### config.mk
export PLATFORM = sky130hd
export DESIGN_NAME = protobuf_field_stream_decoder_core
export DESIGN_NICKNAME = d
export VERILOG_FILES = /design/src/sv/pbd_pkg.sv /design/src/sv/pbd_step.sv /design/src/sv/protobuf_field_stream_decoder_core.sv
export SDC_FILE = /design/constraint.sdc
export NUM_CORES = 1
export LEC_CHECK = 0
export ABC_AREA = 1
export BUFFER_PORTS_ARGS = -buffer_cell sky130_fd_sc_hd__clkbuf_2
export CAP_MARGIN = 10
export CORE_MARGIN = 3
export CORE_UTILIZATION = 60
export CTS_CLUSTER_SIZE = 12
export DETAILED_ROUTE_END_ITERATION = 12
export PLACE_DENSITY = 0.8
export SYNTH_ARGS = -nofsm -noshare
export SYNTH_HDL_FRONTEND = slang
export SYNTH_SLANG_ARGS = --single-unit
### constraint.sdc
create_clock -name clk -period 5.8 [get_ports clk]
set_input_delay 0 -clock clk [delete_from_list [all_inputs] [get_ports clk]]
set_output_delay 0 -clock clk [all_outputs]
set_load 0.005 [all_outputs]
### src/sv/pbd_pkg.sv
// ----------------------------------------------------------------------------
// pbd_pkg
// Shared types and constants of the protobuf field stream decoder.
// ----------------------------------------------------------------------------
package pbd_pkg;

  localparam int MAX_VARINT_BYTES_DEF = 10;
  localparam int GRP_W                = 4;
  localparam int FIELD_W              = 29;
  localparam int VALUE_W              = 64;
  localparam int LEFT_W               = 32;
  localparam int FIXED32_BYTES        = 4;
  localparam int FIXED64_BYTES        = 8;

  typedef enum logic [5:0] {
    PH_KEY     = 6'b000001,
    PH_VARINT  = 6'b000010,
    PH_FIXED32 = 6'b000100,
    PH_FIXED64 = 6'b001000,
    PH_LENGTH  = 6'b010000,
    PH_PAYLOAD = 6'b100000
  } phase_t;

  typedef enum logic [2:0] {
    KIND_VARINT  = 3'd0,
    KIND_FIXED32 = 3'd1,
    KIND_FIXED64 = 3'd2,
    KIND_LENGTH  = 3'd3,
    KIND_PAYLOAD = 3'd4,
    KIND_ERROR   = 3'd5
  } kind_t;

  typedef enum logic [1:0] {
    ERR_NONE     = 2'd0,
    ERR_OVERLONG = 2'd1,
    ERR_WIRETYPE = 2'd2
  } err_t;

  localparam logic [2:0] WT_VARINT  = 3'd0;
  localparam logic [2:0] WT_FIXED64 = 3'd1;
  localparam logic [2:0] WT_LENGTH  = 3'd2;
  localparam logic [2:0] WT_FIXED32 = 3'd5;

  typedef struct packed {
    phase_t               phase;
    logic [VALUE_W-1:0]   acc;
    logic [GRP_W-1:0]     count;
    logic [FIELD_W-1:0]   field;
    logic [2:0]           wtype;
    logic [LEFT_W-1:0]    left;
  } state_t;

  typedef struct packed {
    logic                 valid;
    kind_t                kind;
    logic [FIELD_W-1:0]   field;
    logic [VALUE_W-1:0]   value;
    err_t                 err;
    logic                 last;
  } result_t;

endpackage

### src/sv/pbd_step.sv
// ----------------------------------------------------------------------------
// pbd_step
// Per-byte decode: next decoder state and optional result for one byte.
// ----------------------------------------------------------------------------
module pbd_step import pbd_pkg::*; #(
  parameter int MaxVarintBytes = MAX_VARINT_BYTES_DEF
) (
  input  state_t      cur,
  input  logic [7:0]  data_byte,
  output state_t      nxt,
  output result_t     res
);

  logic [VALUE_W-1:0] acc_v;
  logic [VALUE_W-1:0] acc_f;
  logic [6:0]         sh_v;
  logic [6:0]         sh_f;
  logic [GRP_W-1:0]   cnt1;
  logic               cont;
  logic               over;
  logic [LEFT_W-1:0]  sat_len;
  logic [LEFT_W-1:0]  left1;
  logic [GRP_W-1:0]   fixed_total;

  always_comb begin
    sh_v    = 7'(7 * cur.count);
    sh_f    = {cur.count, 3'b000};
    acc_v   = cur.acc | ({{(VALUE_W-7){1'b0}}, data_byte[6:0]} << sh_v);
    acc_f   = cur.acc | ({{(VALUE_W-8){1'b0}}, data_byte} << sh_f);
    cnt1    = cur.count + GRP_W'(1);
    cont    = data_byte[7];
    over    = cont && (cnt1 >= GRP_W'(MaxVarintBytes));
    sat_len = (|acc_v[VALUE_W-1:LEFT_W]) ? {LEFT_W{1'b1}} : acc_v[LEFT_W-1:0];
    left1   = cur.left - LEFT_W'(1);
    fixed_total = (cur.phase == PH_FIXED64) ? GRP_W'(FIXED64_BYTES)
                                            : GRP_W'(FIXED32_BYTES);
  end

  always_comb begin
    nxt       = cur;
    res       = '0;
    res.field = cur.field;
    res.kind  = KIND_VARINT;
    res.err   = ERR_NONE;
    unique case (cur.phase)
      PH_KEY: begin
        if (!cont) begin
          nxt.field     = acc_v[FIELD_W+2:3];
          nxt.wtype     = acc_v[2:0];
          nxt.acc       = '0;
          nxt.count     = '0;
          case (acc_v[2:0])
            WT_VARINT:  nxt.phase = PH_VARINT;
            WT_FIXED64: nxt.phase = PH_FIXED64;
            WT_LENGTH:  nxt.phase = PH_LENGTH;
            WT_FIXED32: nxt.phase = PH_FIXED32;
            default: begin
              nxt.phase = PH_KEY;
              res.valid = 1'b1;
              res.kind  = KIND_ERROR;
              res.field = acc_v[FIELD_W+2:3];
              res.err   = ERR_WIRETYPE;
              res.last  = 1'b1;
            end
          endcase
        end else if (over) begin
          nxt.acc   = '0;
          nxt.count = '0;
          res.valid = 1'b1;
          res.kind  = KIND_ERROR;
          res.field = '0;
          res.err   = ERR_OVERLONG;
          res.last  = 1'b1;
        end else begin
          nxt.acc   = acc_v;
          nxt.count = cnt1;
        end
      end
      PH_VARINT, PH_LENGTH: begin
        if (cont && !over) begin
          nxt.acc   = acc_v;
          nxt.count = cnt1;
        end else begin
          nxt.acc   = '0;
          nxt.count = '0;
          nxt.phase = PH_KEY;
          res.valid = 1'b1;
          res.last  = 1'b1;
          if (over) begin
            res.kind = KIND_ERROR;
            res.err  = ERR_OVERLONG;
          end else if (cur.phase == PH_VARINT) begin
            res.kind  = KIND_VARINT;
            res.value = acc_v;
          end else begin
            res.kind  = KIND_LENGTH;
            res.value = acc_v;
            nxt.left  = sat_len;
            if (sat_len != '0) begin
              res.last  = 1'b0;
              nxt.phase = PH_PAYLOAD;
            end
          end
        end
      end
      PH_FIXED32, PH_FIXED64: begin
        if (cnt1 >= fixed_total) begin
          nxt.acc   = '0;
          nxt.count = '0;
          nxt.phase = PH_KEY;
          res.valid = 1'b1;
          res.kind  = (cur.phase == PH_FIXED64) ? KIND_FIXED64 : KIND_FIXED32;
          res.value = acc_f;
          res.last  = 1'b1;
        end else begin
          nxt.acc   = acc_f;
          nxt.count = cnt1;
        end
      end
      PH_PAYLOAD: begin
        nxt.left  = left1;
        res.valid = 1'b1;
        res.kind  = KIND_PAYLOAD;
        res.value = {{(VALUE_W-8){1'b0}}, data_byte};
        res.last  = (left1 == '0);
        if (left1 == '0) begin
          nxt.phase = PH_KEY;
          nxt.acc   = '0;
          nxt.count = '0;
        end
      end
      default: begin
        nxt.phase = PH_KEY;
        nxt.acc   = '0;
        nxt.count = '0;
      end
    endcase
  end

endmodule

### src/sv/protobuf_field_stream_decoder_core.sv
// ----------------------------------------------------------------------------
// protobuf_field_stream_decoder_core
// Protobuf wire-format decoder: one encoded byte in, at most one result out.
// ----------------------------------------------------------------------------
// Usage:
//   The byte channel (byte_valid/byte_ready, data_byte) carries the encoded
//   message one byte per request. Each key is split into field number and
//   wire type; varint, fixed32, fixed64 and length-delimited values follow.
//   The item channel (item_valid/item_ready) delivers results: one per
//   varint or fixed value, one length header plus one result per payload
//   byte for length-delimited fields, and error results for overlong
//   varints or unsupported wire types, after which decoding restarts at a
//   key. Key bytes and non-final value bytes produce no result.
//   A result's last byte is held in the input register for the decode
//   step, then the result register loads and offers it. Throughput: one
//   byte per cycle while the receiver takes results, set by the single
//   decode step between those two registers.
//   Reset: decoder waits for a key, both registers are empty.
//   When the receiver stalls, the result register holds, the input register
//   fills, and byte_ready drops until the result is taken.
// ----------------------------------------------------------------------------
module protobuf_field_stream_decoder_core import pbd_pkg::*; #(
  parameter int MaxVarintBytes = MAX_VARINT_BYTES_DEF
) (
  input  logic               clk,
  input  logic               rst,
  input  logic               byte_valid,
  output logic               byte_ready,
  input  logic [7:0]         data_byte,
  output logic               item_valid,
  input  logic               item_ready,
  output logic [2:0]         item_kind,
  output logic [FIELD_W-1:0] field_number,
  output logic [VALUE_W-1:0] field_value,
  output logic [1:0]         error_code,
  output logic               last_of_field
);

  logic       stage_valid;
  logic [7:0] stage_byte;
  state_t     state;
  state_t     state_next;
  result_t    res;
  result_t    item;
  logic       advance;

  pbd_step #(
    .MaxVarintBytes(MaxVarintBytes)
  ) u_step (
    .cur       (state),
    .data_byte (stage_byte),
    .nxt       (state_next),
    .res       (res)
  );

  assign advance    = stage_valid && (!item_valid || item_ready);
  assign byte_ready = !stage_valid || advance;

  always_ff @(posedge clk) begin
    if (rst) begin
      stage_valid <= 1'b0;
    end else if (byte_ready) begin
      stage_valid <= byte_valid;
    end
    if (byte_ready && byte_valid) begin
      stage_byte <= data_byte;
    end
  end

  always_ff @(posedge clk) begin
    if (rst) begin
      state.phase     <= PH_KEY;
      state.acc       <= '0;
      state.count     <= '0;
      state.field     <= '0;
      state.wtype     <= '0;
      state.left      <= '0;
    end else if (advance) begin
      state <= state_next;
    end
  end

  // Result register: load on advance, drain when taken.
  always_ff @(posedge clk) begin
    if (rst) begin
      item_valid <= 1'b0;
    end else if (advance) begin
      item_valid <= res.valid;
    end else if (item_ready) begin
      item_valid <= 1'b0;
    end
    if (advance && res.valid) begin
      item <= res;
    end
  end

  assign item_kind     = item.kind;
  assign field_number  = item.field;
  assign field_value   = item.value;
  assign error_code    = item.err;
  assign last_of_field = item.last;

  a_error_is_last: assert property (@(posedge clk) disable iff (rst)
    item_valid && (item_kind == KIND_ERROR) |-> last_of_field)
    else $error("error result without last_of_field");

  a_error_code_match: assert property (@(posedge clk) disable iff (rst)
    item_valid |-> ((item_kind == KIND_ERROR) == (error_code != ERR_NONE)))
    else $error("error_code does not match item_kind");

  a_payload_left: assert property (@(posedge clk) disable iff (rst)
    (state.phase == PH_PAYLOAD) |-> (state.left != '0))
    else $error("payload phase with nothing left");

  a_varint_count: assert property (@(posedge clk) disable iff (rst)
    (state.phase == PH_KEY || state.phase == PH_VARINT || state.phase == PH_LENGTH)
    |-> (state.count < GRP_W'(MaxVarintBytes)))
    else $error("varint group count past limit");

  a_payload_byte: assert property (@(posedge clk) disable iff (rst)
    item_valid && (item_kind == KIND_PAYLOAD) |-> (field_value[VALUE_W-1:8] == '0))
    else $error("payload byte not zero-extended");

endmodule
== After elaboration in Yosys (flattened, before gate mapping) ==
Cells that the tools add are included.
Word-level totals
  output and inout bits: 101
  logic and storage cells: 106
  bits in registers: 244
Cells by class
  $lt $le $gt $ge: 2
  bitwise operators: 3
  shift-type cells: 2
  $add $sub $neg: 2
  equal/unequal tests: 15
  multipliers: 1
  mux-type cells: 45
  reductions and logical operators: 23
Operators by type and width (count)
  $pmux W74 S4: 1
  $mux W68: 4
  $pmux W64 S3: 1
  $mux W32: 4
  $mux W64: 2
  $or A64 B64 Y64: 2
  $mux W33: 3
  $mux W74: 1
  $mux W67: 1
  $pmux W32 S2: 1
  $shl A7 B7 Y64: 1
  $shl A8 B7 Y64: 1
  $mux W6: 6
  $logic_not A32 Y1: 1
  $reduce_bool A32 Y1: 1
  $reduce_or A32 Y1: 1
  $sub A32 B1 Y32 const B: 1
  $mux W29: 1
  $pmux W5 S4: 1
  $pmux W4 S4: 1
  $mux W4: 3
  $reduce_and A5 Y1: 2
  $mux W3: 3
  $ne A2 B2 Y1 const B: 4
  other kinds (28): 46

== Longest topological paths before layout ==
  depth in word-level cells: 11
  depth in mapped cells: 20
  depth with buffers taken out: 19

== By module ==
Synthesis repeated with hierarchy kept, for this count alone.
Second synthesis, totals
  cells, all modules: 2542
  area total of the unflattened synthesis: 16437.0 µm²
By module, submodules not included
  protobuf_field_stream_decoder_core: seq. area each 6015.8 µm², area an instance 9425.3 µm², cells each 1026, instances 1
  pbd_step: seq. area each 0.0 µm², area an instance 7011.7 µm², cells each 1516, instances 1

== Worst setup path after synthesis ==
Ideal clock, no wire load.
  kind: reg2reg
  from: register state[65] in the netlist's numbering
  to: register item (netlist bit error_code[0]) (enable)
  library setup time: 0.453 ns
  stages on the path, launching flop included: 16
  setup slack: 1.356 ns
  arrival time: 3.991 ns
  period minus slack after synthesis: 4.444 ns
  buffers on the path: 1
  path through: dfxtp_1 -> buf_4 -> nand2_2 -> o21ai_1 -> inv_1 -> nor2_2 -> inv_1 -> ha_1 -> inv_1 -> o21bai_1 -> a31oi_1 -> nor2_1 -> inv_1 -> nand3_1 -> nand2_1 -> inv_1
Between the ends
  word-level cells in the longest chain between the ends: 9
  elaborated cells on any way between the ends: 21
  those cells by class: add/sub (1); mul (1); order compare (2); eq/ne (3); shift (1); mux (6); bitwise (1); reduce/logical (6)
Ends and longest elaborated chain
  start: declaration: line protobuf_field_stream_decoder_core.sv:41  | state_t state;
  start signal: assignment: line protobuf_field_stream_decoder_core.sv:79  | state <= state_next;
  $mul A3 B4 Y7: line pbd_step.sv:26  | sh_v = 7'(7 * cur.count);
  $shl A7 B7 Y64: line pbd_step.sv:28  | acc_v = cur.acc | ({{(VALUE_W-7){1'b0}}, data_byte[6:0]} << sh_v);
  $or A64 B64 Y64: line pbd_step.sv:28
  $eq A3 B1 Y1 (tied with other cells): line pbd_step.sv:52  | case (acc_v[2:0])
  $reduce_or A4 Y1 (no source line)
  $mux W33: line pbd_step.sv:52
  $mux W33: line pbd_step.sv:47  | if (!cont) begin
  $pmux W4 S4 *: line pbd_step.sv:45  | unique case (cur.phase)
  $logic_and A1 B1 Y1 *: line protobuf_field_stream_decoder_core.sv:92  | if (advance && res.valid) begin
  end signal: assignment: line protobuf_field_stream_decoder_core.sv:93  | item <= res;
  end: declaration: line protobuf_field_stream_decoder_core.sv:44  | result_t item;
Mark *: on every way between the ends. The rest lies on a longest branch, timed or not.
A chain may end at the register's enable or synchronous reset.

== Worst setup path after layout ==
  from: register state[67] in the netlist's numbering
  to: register item (netlist bit field_value[5]) (enable)
The elaborated chain is that of the path after synthesis.

==> metrics <==
Required @ worst endpoint=slightly above 6 ns; Resize count post-CTS=0; setup ws final=1.27 ns; type of origin of the critical path=flip-flop; antenna violations before repair=0; die width=approximately 150 um; Clock Pin Slew Worst Setup and Hold Paths=around 0.06 ns; row cnt=52; quantity of I/O buffers inserted on ports=between 100 and 150; Netlist Area Pre-Place=12800 um2; slowest cell on the critical path=dfxtp_1; CTS tree=done; Yosys warning total=0; CP Capture Type=flip-flop; grt total ovfl=0; core area=20600 um2; routed len/inst=roughly 19 um; sequential share of the synthesized area=between 40% and 50%; #FFs+latches synth=244; drt drc=0; Pwr per Cell Area=299 nW/um2; Synth cell types=42; ys async rst share=0%; Antenna Violating Nets Remaining=0; vias in the first global route=11.7k; max incr delay on CP=0.76 ns; layout cell share with drive strength beyond 1=about 11%; number of enable flip-flop cells after synthesis=~110; Tcrit/Tclk final=between 70% and 80%; Yosys top cell by area=edfxtp_1; Final Setup Violations=0; register-to-register setup slack=about 1.3 ns; worst hold path class=input pin to flip-flop; Area contributors post-synth=edfxtp_1, dfxtp_1, o21ai_0, nand2_1, nor2_1; Leak=slightly below 6 nW; Starting Density=about 62%; Root Buffer=clkbuf_16; Die ar.=~23000 um2; CTS HTree Levels=1; dpl ws=around 1.3 ns; Max Fclk=0.221 GHz; setup_tns=0 ns; Min Clock Period, post-route=about 4.5 ns; CP Data Arrival Time=between 4 and 5 ns; Syn Area/Cell=~7.3 um2; worst-case vdd ir drop=slightly below 200 uV; final hold violations=0; status=finished, final reports clean; Die H=between 150 and 200 um; largest net degree at the start of global routing=roughly 120; Worst-Skew Late Latency=0.54 ns; critical path cell sequence=inv_2 -> nand2_1 -> nor2_2 -> nor2_2 -> inv_1 -> ha_1 -> inv_1 -> o21bai_1 -> a31oi_1 -> nor2_4 -> inv_1 -> nand3_1 -> nand2_1 -> inv_4 -> buf_4; total CTS buffers=26; Vias/cell=between 5 and 6; Clock Skews=between 0.01 and 0.015 ns; WHS=0.181 ns; WS Path Type=flip-flop to flip-flop; diode count=0; filler instances=1749; RSZ-0062 raised after global routing=no; Mapped Cells=around 1.8k; first-pass GRT wire length=around 63000 um; gr usage total=approximately 33%; main flop type after synthesis=dfxtp_1; via count=approximately 13k; Nets=1839; post-DP HPWL=about 26000 um; Boundary Pins=approximately 110; Slew HR=~16%; synthesis-to-finish area growth=11.7%; Max Transition Viols Final=0; Num Clock Sinks=244; max-cap violations=0; Slew @ Worst Pin=approximately 1.3 ns; syn nets=1767; final wirelength=a little under 40000 um; CP dominant cell by count=inv_1; drt initial violations=1823; Worst R2R Path Depth=15; maximum fanout along the worst path=just over 90; TritonRoute pass-1 iters=8; Placer Congestion=approximately 1; Yosys top cell area share=about 25%; Max Buffers Root-to-Sink=3; Hold Path Depth=2
-- Yosys cell counts, types with 2 or more instances --
| library cell | number |
|---|---|
| nand4_1 | 19 |
| clkbuf_1 | 57 |
| o22ai_1 | 47 |
| o21ai_0 | 274 |
| buf_2 | 22 |
| a31oi_1 | 9 |
| buf_6 | 3 |
| buf_1 | 2 |
| buf_4 | 6 |
| nand3b_1 | 3 |
| nand2_2 | 6 |
| edfxtp_1 | 107 |
| nand3_1 | 47 |
| inv_1 | 187 |
| inv_2 | 4 |
| nor2_1 | 297 |
| ha_1 | 5 |
| a21oi_1 | 64 |
| buf_8 | 3 |
| nor2_4 | 5 |
| dfxtp_1 | 137 |
| or2_2 | 4 |
| o21ai_1 | 37 |
| nand3_2 | 3 |
| xnor2_1 | 8 |
| a31o_2 | 3 |
| xor2_1 | 6 |
| clkbuf_2 | 2 |
| nor3_1 | 16 |
| o21bai_1 | 5 |
| nor2_2 | 11 |
| nand2_1 | 341 |
-- timing repair --
item / 4_1_cts / 5_1_grt
hold endpoints to repair: 29 / 0
hold buffers: 13 / 0
buffers inserted: 0 / 0
setup endpoints to repair: 0 / 0
-- layout by cell type, fill, tap and decap left out, drive strengths merged, types with 19 or more instances in the layout --
master	synthesis	layout
a21oi	64	64
clkbuf	59	150
dfxtp	137	137
edfxtp	107	107
inv	192	193
nand2	348	348
nand3	50	50
nand4	19	19
nor2	313	313
o21ai	312	312
o22ai	47	47
-- power by group --
part | total, mW | leakage [nW] | internal [mW] | switching [mW]
registers | 1.95 | 2.04 | 1.89 | 0.0551
clock network | 1.62 | 0.387 | 0.930 | 0.686
logic | 0.702 | 3.46 | 0.197 | 0.505
total | 4.27 | 5.89 | 3.02 | 1.25
-- cells by family (layout without fill, tap and decap cells) --
kind of cell | Yosys count | in the layout | share of synthesized area, %
adders and majority gates | 5 | 5 | 0.489
DFF | 244 | 244 | 46.6
AOI/OAI and AO/OA | 444 | 444 | 18.3
and+or+nand+nor | 756 | 756 | 24.4
buffers and inverters | 287 | 376 | 9.30
xor gates and xnor gates | 14 | 14 | 0.959
-- cell type report --
type | count | area [um2] | area share (%)
sequential | 244 | 5960 | 41.7
multi-input combinational | 1219 | 5660 | 39.6
timing repair buffer | 139 | 796 | 5.58
inverter | 192 | 726 | 5.08
clock buffer | 38 | 706 | 4.94
tap | 270 | 338 | 2.37
clock inverter | 7 | 97.6 | 0.684
-- flip-flops by register name, summed over array words and instances, names as in the netlist --
name	flops
field_number	29
error_code	2
field_value	64
stage_valid	1
item_valid	1
last_of_field	1
stage_byte	8
item_kind	3
state	135
-- per-stage QoR --
| step | cells | instance area (um2) | total power, mW | util, % |
|---|---|---|---|---|
| after global routing | 2109 | 14300 | 4.43 | 69.4 |
| after floorplan | 1750 | 12800 | 2.44 | - |
| after global placement | 2051 | 13300 | 2.63 | 64.9 |
| after CTS | 2109 | 14300 | 4.25 | 69.4 |
| after detailed placement | 2051 | 13300 | 2.65 | 64.9 |
| final | 2109 | 14300 | 4.27 | 69.4 |
-- critical path, delay by kind of cell (launching register included) --
family | cells | cell delay (ns)
AO/OA/AOI/OAI | 2 | 0.22
adder cells (fa/ha/maj) | 1 | 0.29
buffers and inverters | 6 | 1.63
AND/OR/NAND/NOR | 6 | 1.31
flip-flops | 1 | 0.76
-- routing by layer --
metal / GRT usage, % / routed length (um)
met2: 51.3 / 17700
met3: 5.57 / 4100
met1: 45.5 / 16100
met4: 14.4 / 1840
met5: 0 / 0
-- worst paths after layout --
kind,from,to
setup / recovery,state[67]$_SDFFE_PP0P_,field_value[5]$_DFFE_PP_
setup reg to reg,state[67]$_SDFFE_PP0P_,field_value[5]$_DFFE_PP_
hold / removal,data_byte[4],stage_byte[4]$_DFFE_PP_
hold reg to reg,state[112]$_SDFFE_PP0P_,state[112]$_SDFFE_PP0P_
Power figures use the tool's default switching activity.
